**src/rtl/m2sh_pkg.sv**
```systemverilog
// Types and constants for the MurmurHash2 stream hasher.
`timescale 1ns / 1ps
`default_nettype none
package m2sh_pkg;

  localparam int WORD_W = 32;
  localparam int CNT_W  = 3;

  localparam logic [WORD_W-1:0] MIX_MUL     = 32'h5bd1e995;
  localparam int                MIX_SHIFT   = 24;
  localparam int                FIN_SHIFT_A = 13;
  localparam int                FIN_SHIFT_B = 15;

  // how a beat folds into the running state
  localparam logic [1:0] KIND_NONE = 2'd0;
  localparam logic [1:0] KIND_FULL = 2'd1;
  localparam logic [1:0] KIND_TAIL = 2'd2;

  typedef struct packed {
    logic [1:0]        kind;
    logic              first;
    logic              last;
    logic [WORD_W-1:0] init;  // seed ^ length, used when first is set
    logic [WORD_W-1:0] key;   // mixed word, or masked tail bytes
  } m2sh_entry_t;

endpackage
`default_nettype wire

```
**src/rtl/m2sh_if.sv**
```systemverilog
// Valid/ready stream interfaces for message words and finished hashes.
`timescale 1ns / 1ps
`default_nettype none
interface m2sh_in_if;
  import m2sh_pkg::*;
  logic              valid;
  logic              ready;
  logic [WORD_W-1:0] data_word;
  logic [CNT_W-1:0]  valid_bytes;
  logic              first;
  logic              last;
  logic [WORD_W-1:0] message_length;

  modport source (output valid, data_word, valid_bytes, first, last, message_length,
                  input ready);
  modport sink   (input valid, data_word, valid_bytes, first, last, message_length,
                  output ready);
endinterface

interface m2sh_out_if;
  import m2sh_pkg::*;
  logic              valid;
  logic              ready;
  logic [WORD_W-1:0] hash_value;

  modport source (output valid, hash_value, input ready);
  modport sink   (input valid, hash_value, output ready);
endinterface
`default_nettype wire

```
**src/rtl/m2sh_front.sv**
```systemverilog
// Front end: takes beats, classifies them and mixes full words over two stages.
`timescale 1ns / 1ps
`default_nettype none
module m2sh_front (
  input  wire logic                  clk,
  input  wire logic                  rst,
  input  wire logic                  cfg_we,
  input  wire logic [31:0]           cfg_wdata,
  m2sh_in_if.sink                    din,
  output logic                       q_valid,
  input  wire logic                  q_ready,
  output m2sh_pkg::m2sh_entry_t      q_entry
);
  import m2sh_pkg::*;

  logic [WORD_W-1:0] seed;

  logic              s1_valid;
  logic [WORD_W-1:0] s1_prod;
  logic [WORD_W-1:0] s1_tail;
  logic [1:0]        s1_kind;
  logic              s1_first;
  logic              s1_last;
  logic [WORD_W-1:0] s1_init;

  logic              s2_valid;
  m2sh_entry_t       s2_entry;

  logic              adv1;
  logic              adv2;
  logic [1:0]        kind_in;
  logic [WORD_W-1:0] tail_in;
  logic [WORD_W-1:0] s1_mixed;

  assign adv2      = !s2_valid || q_ready;
  assign adv1      = !s1_valid || adv2;
  assign din.ready = adv1;

  always_comb begin
    tail_in = '0;
    case (din.valid_bytes)
      3'd1:    tail_in = {24'd0, din.data_word[7:0]};
      3'd2:    tail_in = {16'd0, din.data_word[15:0]};
      3'd3:    tail_in = {8'd0, din.data_word[23:0]};
      default: tail_in = '0;
    endcase
    // non-last beats always count as four bytes
    if (!din.last || din.valid_bytes >= 3'd4) begin
      kind_in = KIND_FULL;
    end else if (din.valid_bytes == 3'd0) begin
      kind_in = KIND_NONE;
    end else begin
      kind_in = KIND_TAIL;
    end
  end

  assign s1_mixed = s1_prod ^ (s1_prod >> MIX_SHIFT);

  always_ff @(posedge clk) begin
    if (rst) begin
      seed <= '0;
    end else if (cfg_we) begin
      seed <= cfg_wdata;
    end
  end

  always_ff @(posedge clk) begin
    if (rst) begin
      s1_valid <= 1'b0;
      s2_valid <= 1'b0;
    end else begin
      if (adv1) begin
        s1_valid <= din.valid;
      end
      if (adv2) begin
        s2_valid <= s1_valid;
      end
    end
  end

  always_ff @(posedge clk) begin
    if (adv1 && din.valid) begin
      s1_prod  <= WORD_W'(din.data_word * MIX_MUL);
      s1_tail  <= tail_in;
      s1_kind  <= kind_in;
      s1_first <= din.first;
      s1_last  <= din.last;
      s1_init  <= seed ^ din.message_length;
    end
    if (adv2 && s1_valid) begin
      s2_entry.kind  <= s1_kind;
      s2_entry.first <= s1_first;
      s2_entry.last  <= s1_last;
      s2_entry.init  <= s1_init;
      s2_entry.key   <= (s1_kind == KIND_FULL) ? WORD_W'(s1_mixed * MIX_MUL) : s1_tail;
    end
  end

  assign q_valid = s2_valid;
  assign q_entry = s2_entry;

endmodule
`default_nettype wire

```
**src/rtl/m2sh_queue.sv**
```systemverilog
// Small FIFO of classified beats between front and back end.
`timescale 1ns / 1ps
`default_nettype none
module m2sh_queue #(
  parameter int DEPTH = 4
) (
  input  wire logic                  clk,
  input  wire logic                  rst,
  input  wire logic                  push_valid,
  output logic                       push_ready,
  input  m2sh_pkg::m2sh_entry_t      push_entry,
  output logic                       pop_valid,
  input  wire logic                  pop_ready,
  output m2sh_pkg::m2sh_entry_t      pop_entry
);
  import m2sh_pkg::*;

  localparam int AW = $clog2(DEPTH);
  localparam int CW = $clog2(DEPTH + 1);

  m2sh_entry_t    slots [DEPTH];
  logic [AW-1:0]  wr_ptr;
  logic [AW-1:0]  rd_ptr;
  logic [CW-1:0]  count;
  logic           do_push;
  logic           do_pop;

  assign push_ready = (count != CW'(DEPTH));
  assign pop_valid  = (count != '0);
  assign do_push    = push_valid && push_ready;
  assign do_pop     = pop_valid && pop_ready;
  assign pop_entry  = slots[rd_ptr];

  always_ff @(posedge clk) begin
    if (rst) begin
      wr_ptr <= '0;
      rd_ptr <= '0;
      count  <= '0;
    end else begin
      if (do_push) begin
        wr_ptr <= (wr_ptr == AW'(DEPTH - 1)) ? '0 : wr_ptr + 1'b1;
      end
      if (do_pop) begin
        rd_ptr <= (rd_ptr == AW'(DEPTH - 1)) ? '0 : rd_ptr + 1'b1;
      end
      if (do_push && !do_pop) begin
        count <= count + 1'b1;
      end else if (do_pop && !do_push) begin
        count <= count - 1'b1;
      end
    end
  end

  always_ff @(posedge clk) begin
    if (do_push) begin
      slots[wr_ptr] <= push_entry;
    end
  end

endmodule
`default_nettype wire

```
**src/rtl/m2sh_back.sv**
```systemverilog
// Back end: folds keys into the running hash and runs the final avalanche.
`timescale 1ns / 1ps
`default_nettype none
module m2sh_back (
  input  wire logic                  clk,
  input  wire logic                  rst,
  input  wire logic                  q_valid,
  output logic                       q_ready,
  input  m2sh_pkg::m2sh_entry_t      q_entry,
  m2sh_out_if.source                 dout
);
  import m2sh_pkg::*;

  logic [WORD_W-1:0] running_hash;
  logic              fin_pend;
  logic              out_valid;
  logic [WORD_W-1:0] out_prod;

  logic              out_free;
  logic              fin_go;
  logic              take;
  logic [WORD_W-1:0] base;
  logic [WORD_W-1:0] hash_next;
  logic [WORD_W-1:0] fin_pre;

  assign out_free = !out_valid || dout.ready;
  assign fin_go   = fin_pend && out_free;
  // a new beat may pop in the same cycle the avalanche reads the old state
  assign q_ready  = !fin_pend || fin_go;
  assign take     = q_valid && q_ready;

  assign base    = q_entry.first ? q_entry.init : running_hash;
  assign fin_pre = running_hash ^ (running_hash >> FIN_SHIFT_A);

  always_comb begin
    case (q_entry.kind)
      KIND_FULL: hash_next = WORD_W'(base * MIX_MUL) ^ q_entry.key;
      KIND_TAIL: hash_next = WORD_W'((base ^ q_entry.key) * MIX_MUL);
      default:   hash_next = base;
    endcase
  end

  always_ff @(posedge clk) begin
    if (rst) begin
      running_hash <= '0;
      fin_pend     <= 1'b0;
      out_valid    <= 1'b0;
    end else begin
      if (take) begin
        running_hash <= hash_next;
        fin_pend     <= q_entry.last;
      end else if (fin_go) begin
        fin_pend <= 1'b0;
      end
      if (fin_go) begin
        out_valid <= 1'b1;
      end else if (dout.ready) begin
        out_valid <= 1'b0;
      end
    end
  end

  always_ff @(posedge clk) begin
    if (fin_go) begin
      out_prod <= WORD_W'(fin_pre * MIX_MUL);
    end
  end

  assign dout.valid      = out_valid;
  assign dout.hash_value = out_prod ^ (out_prod >> FIN_SHIFT_B);

endmodule
`default_nettype wire

```
**src/rtl/murmur2_stream_hash.sv**
```systemverilog
// Top level of the streaming 32-bit MurmurHash2 engine.
//
//   channel  dir  beat carries
//   din      in   data_word, valid_bytes, first, last, message_length
//   dout     out  hash_value, one beat per last input beat
//   cfg      in   seed, written when cfg_we is high
//
// Sustained rate is one beat per cycle while dout is not stalled; the
// running-hash multiply in the back end is the only loop, and the avalanche
// overlaps the next message's first beat. A last beat's hash passes through the
// two mixing stages, the queue, the fold and the avalanche multiply register.
// Synchronous reset clears the pipeline valids, queue, running hash and seed.
// A stall on dout fills the queue; din drops ready once the front stages back up.
`timescale 1ns / 1ps
`default_nettype none
module murmur2_stream_hash #(
  parameter int QUEUE_DEPTH = 4
) (
  input  wire logic        clk,
  input  wire logic        rst,
  input  wire logic        cfg_we,
  input  wire logic [31:0] cfg_wdata,
  m2sh_in_if.sink          din,
  m2sh_out_if.source       dout
);
  import m2sh_pkg::*;

  logic        f_valid;
  logic        f_ready;
  m2sh_entry_t f_entry;
  logic        b_valid;
  logic        b_ready;
  m2sh_entry_t b_entry;

  m2sh_front u_front (
    .clk       (clk),
    .rst       (rst),
    .cfg_we    (cfg_we),
    .cfg_wdata (cfg_wdata),
    .din       (din),
    .q_valid   (f_valid),
    .q_ready   (f_ready),
    .q_entry   (f_entry)
  );

  m2sh_queue #(
    .DEPTH (QUEUE_DEPTH)
  ) u_queue (
    .clk        (clk),
    .rst        (rst),
    .push_valid (f_valid),
    .push_ready (f_ready),
    .push_entry (f_entry),
    .pop_valid  (b_valid),
    .pop_ready  (b_ready),
    .pop_entry  (b_entry)
  );

  m2sh_back u_back (
    .clk     (clk),
    .rst     (rst),
    .q_valid (b_valid),
    .q_ready (b_ready),
    .q_entry (b_entry),
    .dout    (dout)
  );

endmodule
`default_nettype wire

```
**src/flat_wrapper.sv**
```systemverilog
// flat-port wrapper written by rule: the top's interface ports become plain ports
module murmur2_stream_hash_flat import m2sh_pkg::*;
#(
  parameter int QUEUE_DEPTH = 4
)
  (clk, rst, cfg_we, cfg_wdata, din_valid, din_data_word, din_valid_bytes, din_first, din_last, din_message_length, din_ready, dout_valid, dout_hash_value, dout_ready);
  m2sh_in_if din_i ();
  m2sh_out_if dout_i ();
  input  wire logic clk;
  input  wire logic rst;
  input  wire logic cfg_we;
  input  wire logic [31:0] cfg_wdata;
  input wire logic [$bits(din_i.valid)-1:0] din_valid;
  input wire logic [$bits(din_i.data_word)-1:0] din_data_word;
  input wire logic [$bits(din_i.valid_bytes)-1:0] din_valid_bytes;
  input wire logic [$bits(din_i.first)-1:0] din_first;
  input wire logic [$bits(din_i.last)-1:0] din_last;
  input wire logic [$bits(din_i.message_length)-1:0] din_message_length;
  output wire logic [$bits(din_i.ready)-1:0] din_ready;
  output wire logic [$bits(dout_i.valid)-1:0] dout_valid;
  output wire logic [$bits(dout_i.hash_value)-1:0] dout_hash_value;
  input wire logic [$bits(dout_i.ready)-1:0] dout_ready;
  assign din_i.valid = din_valid;
  assign din_i.data_word = din_data_word;
  assign din_i.valid_bytes = din_valid_bytes;
  assign din_i.first = din_first;
  assign din_i.last = din_last;
  assign din_i.message_length = din_message_length;
  assign din_ready = din_i.ready;
  assign dout_valid = dout_i.valid;
  assign dout_hash_value = dout_i.hash_value;
  assign dout_i.ready = dout_ready;
  murmur2_stream_hash #(.QUEUE_DEPTH(QUEUE_DEPTH)) u_core (.clk(clk), .rst(rst), .cfg_we(cfg_we), .cfg_wdata(cfg_wdata), .din(din_i), .dout(dout_i));
endmodule
```
**config.mk**
```make
export PLATFORM = sky130hd
export DESIGN_NAME = murmur2_stream_hash_flat
export DESIGN_NICKNAME = d
export VERILOG_FILES = /design/src/rtl/m2sh_pkg.sv /design/src/rtl/m2sh_if.sv /design/src/rtl/m2sh_front.sv /design/src/rtl/m2sh_queue.sv /design/src/rtl/m2sh_back.sv /design/src/rtl/murmur2_stream_hash.sv /design/src/flat_wrapper.sv
export SDC_FILE = /design/constraint.sdc
export NUM_CORES = 2
export LEC_CHECK = 0
export ABC_AREA = 1
export BUFFER_PORTS_ARGS = -buffer_cell sky130_fd_sc_hd__buf_2
export CAP_MARGIN = 20
export CELL_PAD_IN_SITES_DETAIL_PLACEMENT = 1
export CELL_PAD_IN_SITES_GLOBAL_PLACEMENT = 1
export CORE_ASPECT_RATIO = 1.25
export CORE_UTILIZATION = 30
export CTS_BUF_LIST = sky130_fd_sc_hd__clkbuf_8 sky130_fd_sc_hd__clkbuf_16
export DETAILED_ROUTE_END_ITERATION = 8
export GPL_ROUTABILITY_DRIVEN = 0
export PLACE_DENSITY_LB_ADDON = 0.1
export SLEW_MARGIN = 15
export SYNTH_ARGS = -nofsm -noshare
export SYNTH_HDL_FRONTEND = slang
export SYNTH_SLANG_ARGS = --single-unit
```
**constraint.sdc**
```tcl
create_clock -name clk -period 7.2 [get_ports clk]
set_input_delay 1.08 -clock clk [delete_from_list [all_inputs] [get_ports clk]]
set_output_delay 1.08 -clock clk [all_outputs]
set_load 0.02 [all_outputs]
```
# Word-level counts from Yosys, hierarchy flattened
# Memory sizes are Yosys's and may differ from the RTL's. A register that Yosys moved wholly into a read port is not among the register bits.
# Index checks and enable logic that the tools add are counted.
# op_classes
n_reduce_logical	24
bitwise	6
n_lt_le_gt_ge	1
n_addsub	4
n_eq_ne	9
muxes	17
multipliers	5
# op_table
cell	n
$mul 32x31->32 const B	5
$xor 32x32->32	3
$pmux 24 s3	1
$mux 32	2
$pmux 32 s2	1
$xor 32x17->32	1
$xor 32x19->32	1
$xor 32x8->32	1
$mux 2	5
$logic_and 1x1->1	7
$logic_not 1->1	7
$eq 2x2->1 const B	3
$eq 3x2->1 const B	2
$mux 1	6
$mux 3	2
$reduce_bool 2->1	3
$logic_or 1x1->1	5
$add 2x1->2 const B	2
$eq 2x1->1 const B	2
$add 3x1->3 const B	1
$eq 3x1->1 const B	1
$ge 3x3->1 const B	1
$logic_not 3->1	1
$ne 3x3->1 const B	1
other kinds (2)	2
# totals
register_bits	275
inputBits	106
memories	1
ramBits	272
out_inout_bits	34
# memory_table
name	depth	width	rd	rd_clocked_by_memory_dff	write_ports	line	text
u_core.u_queue.slots	4	68	1	1	1	m2sh_queue.sv:21	m2sh_entry_t slots [DEPTH];

# Longest topological paths before layout
# logic_depth
ltp_word	8
ltp_mapped	44

# By module
# Synthesis repeated with hierarchy kept, for this count alone.
# hier_totals
hier_cells	7055
hier_area_um2	67247.0
# modules_own_cells
mod	instances	area_each_um2	cells_per_inst	seq_area_each_um2
m2sh_back	1	31511.5	3703	1641.6
m2sh_front	1	25181.7	2626	5485.3
m2sh_queue	1	10553.9	726	8348.0

# Least setup slack after synthesis
# Ideal clock, no wire load.
# synth_path
path_kind	register to register
start	register with a tool-made name
end	register u_core.u_back.running_hash[30]
setup_time_ns	0.134
path_stages_with_launch	38
setup_slack_ns	-0.718
arrival_time_ns	7.785
path_cell_list	dfxtp_1 -> inv_2 -> buf_6 -> buf_6 -> buf_4 -> buf_2 -> buf_2 -> o21ai_0 -> o22ai_1 -> nand2_1 -> o21ai_0 -> xnor2_1 -> ha_1 -> ha_1 -> inv_1 -> fa_1 -> fa_1 -> fa_1 -> [... 2 more ...] -> fa_1 -> inv_1 -> fa_1 -> inv_1 -> ha_1 -> a21oi_1 -> o21ai_0 -> a21oi_1 -> nand3_1 -> nand2_1 -> nand3_1 -> a21oi_1 -> o21bai_1 -> or2_2 -> nand2_1 -> nand3_1 -> nand3_1 -> a21oi_1
# synth_rtl
item	line	text
end signal: assignment	m2sh_back.sv:50	running_hash <= hash_next;
end: declaration	m2sh_back.sv:14	logic [WORD_W-1:0] running_hash;

==> summary.txt <==
Clock tree
  • Cts-stage hold buffer count: 0
  • CTS tree: yes
  • H-tree depth: 3
  • Root Driver: clkbuf_16
  • CTS Sinks: around 540
  • CTS buffer count: between 60 and 70
  • Clk Latency, worst-skew pair: between 600 and 700 ps
  • Reg clk slew, reported paths: about 60 ps
  • Clk buf depth: 3

Yosys
  • Number of register bits inferred by synthesis: between 500 and 600
  • Number of distinct library cells after synthesis: 59
  • Top FF cell, synth: edfxtp_1
  • Synthesized cell area: 66000 sq um
  • Ys Warns: 0
  • Syn Nets: between 8000 and 9000
  • Post-synth EDFFs: approximately 460
  • Avg Cell Area, Syn: 10.0 sq um
  • Asr flop ratio synth: 0%
  • Post-synthesis sequential area ratio: between 20% and 30%
  • Mapped Cells: between 6000 and 7000

Finish
  • Fill cells: around 25000
  • Multi-input logic area: 44100 sq um
  • Fin nets: approximately 9700
  • Layout cell share with drive strength beyond 1: between 10% and 20%
  • Most frequent cells in the layout: 1868 x inv_1, 1050 x ha_1, 886 x fa_1, 830 x buf_4, 593 x nand2_1
  • Area grow syn2layout: 22.3%
  • Post-layout util: between 30% and 40%
  • Commonest non-fill, non-tap cell in the layout: inv_1
  • Sequential cell area: around 15000 sq um

Worst setup path
  • Slowest stage cell, crit path: fa_2
  • CP max FO: 24
  • Critical Setup Path Class: reg2reg
  • Startpoint types: flop
  • Crit path required time: 7770 ps
  • WP data arrival: 8280 ps
  • CP max stage delay: 610 ps
  • Buf/Inv on CP: 13
  • Critical Path Most Common Cell: inv_1
  • Setup crit end kind: flop
  • CP top delay family: adder cells

GRT
  • Largest net degree at the start of global routing: 63
  • Vias in the first global route: between 50000 and 60000
  • Remaining global-route overflow: 0
  • Initial antenna violation count: 7
  • GRT Resource Usage Total: 21.6%
  • First-pass GRT wire length: ~350 mm

STA
  • Worst Tran Pin Value: 1110 ps
  • Final worst-path cycle share: 107%
  • Max-slew violations: 0
  • Max-slew headroom: around a quarter
  • Setup violators final: 16
  • Post-route setup slack: -510 ps
  • Crit path time final: approximately 7700 ps
  • Clock skew: roughly 37 ps
  • Final hold violation count: 0
  • RSZ-0062 raised after global routing: true
  • Maximum clock rate: around 130 MHz

Route
  • WL final: 236 mm
  • Initial DRC count: approximately 1700
  • Final ANT Viol Nets: 0
  • Routed len/inst: 22.3 um
  • Drt first pass iters: 5
  • Via density: 4.48
  • Via count: between 40000 and 50000
  • # DRC: 0

Run status
  • Status: finished with violations
  • Failing checks: setup timing

Floorplan
  • Row count: around 190
  • Num ports: 140
  • Chip width: 422 um
  • Initial Util: between 30 and 40%
  • Core footprint: 219000 sq um
  • Die H: 526 um
  • DIE AREA: 222000 sq um

Worst hold path
  • Hold WC Path Type: reg2reg

Placed design
  • # port buffers: ~140
  • Post-DP HPWL: between 200 and 250 mm

Flow run
  • Max-cap viol count: 0
-- path summary, 6_finish.rpt --
check,from,end,slack [ps],cells after the start
min,u_core.u_front.s1_init[16],u_core.u_front.q_entry[48],410,0
max reg2reg,flop,u_core.u_back.running_hash[29],-510,37
max,flop,u_core.u_back.running_hash[29],-510,37
min reg2reg,u_core.u_front.s1_init[16],u_core.u_front.q_entry[48],410,0
-- cells in the mapped netlist, drive strengths merged, types with 7 or more instances --
cell type  number  area, sq um
a21o            9         67.6
a21oi         252         1270
a31oi          15          100
a32o           20          200
buf            64          482
clkbuf         38          143
dfxtp          77         1540
edfxtp        464        13900
fa            893        17900
ha           1072        13400
inv          1879         7060
nand2         661         2660
nand3         135          686
nand3b          7         65.1
nand4          10         62.6
nor2          267         1010
nor3           10         50.1
nor4            7         43.8
o211ai         20          150
o21ai         243         1250
o21bai         10         75.1
o22ai          20          125
or2            21          131
xnor2         178         1590
xor2          194         1750
-- kinds of logic after synthesis --
| logic type | Yosys count | synth area share (%) |
|---|---|---|
| compound gates | 622 | 5.32 |
| xor+xnor | 372 | 5.06 |
| simple gates | 1119 | 7.14 |
| flops | 541 | 23.4 |
| buf+inv | 1982 | 11.6 |
| fa+ha+maj | 1965 | 47.4 |
-- state kept, by name, summed over array words and instances (netlist names), 2 cells and up, named ones only --
signal and count:
u_core.u_back.out_prod 32, u_core.u_back.running_hash 32, u_core.u_front.q_entry 68, u_core.u_front.s1_init 32, u_core.u_front.s1_kind 2, u_core.u_front.s1_prod 32, u_core.u_front.s1_tail 24, u_core.u_front.seed 32
u_core.u_queue.count 3, u_core.u_queue.rd_ptr 2, u_core.u_queue.slots 272, u_core.u_queue.wr_ptr 2
-- metal layers --
layer  vias to the layer above  track usage (%)  wire [um]
met1                     24200             22.8      88300
met2                       426             44.6     136000
met4                         0             6.39       7880
met3                       242             1.32       3270
li1                      22500                -          -
met5                         -                0          0
-- what timing repair did --
action | in CTS | in global routing
resized for setup | 161 | 83
gates cloned | 2 | 2
setup buffers | 17 | 12
pin swaps | 48 | 44
setup endpoints to repair | 20 | 33
-- metrics by stage --
step / hold slack, ps / TNS, ps / worst slack, ps / std cells / instance area, sq um
floorplan: 400 / -19.2 / -19.2 / 6601 / 66400
global placement: 401 / -10310 / -832 / 10400 / 77000
detailed placement: 406 / -11880 / -880 / 10400 / 77100
CTS: 412 / -5660 / -527 / 10600 / 80200
global route: 419 / -10180 / -818 / 10600 / 80800
finish: 411 / -4970 / -510 / 10600 / 80800
-- final cells by class --
class,count,area share [%]
multi-input cells,4078,54.6
flip-flops and latches,541,19.2
repair buffers,1042,10.2
inverters,1880,8.76
well taps,2910,4.51
clock buffers,73,2.23
clock inverters,50,0.566
diodes,1,0.00310
Power is left out: the tool's default activity adds up to more than one toggle a clock period on the data nets, which glitch-free logic cannot reach.
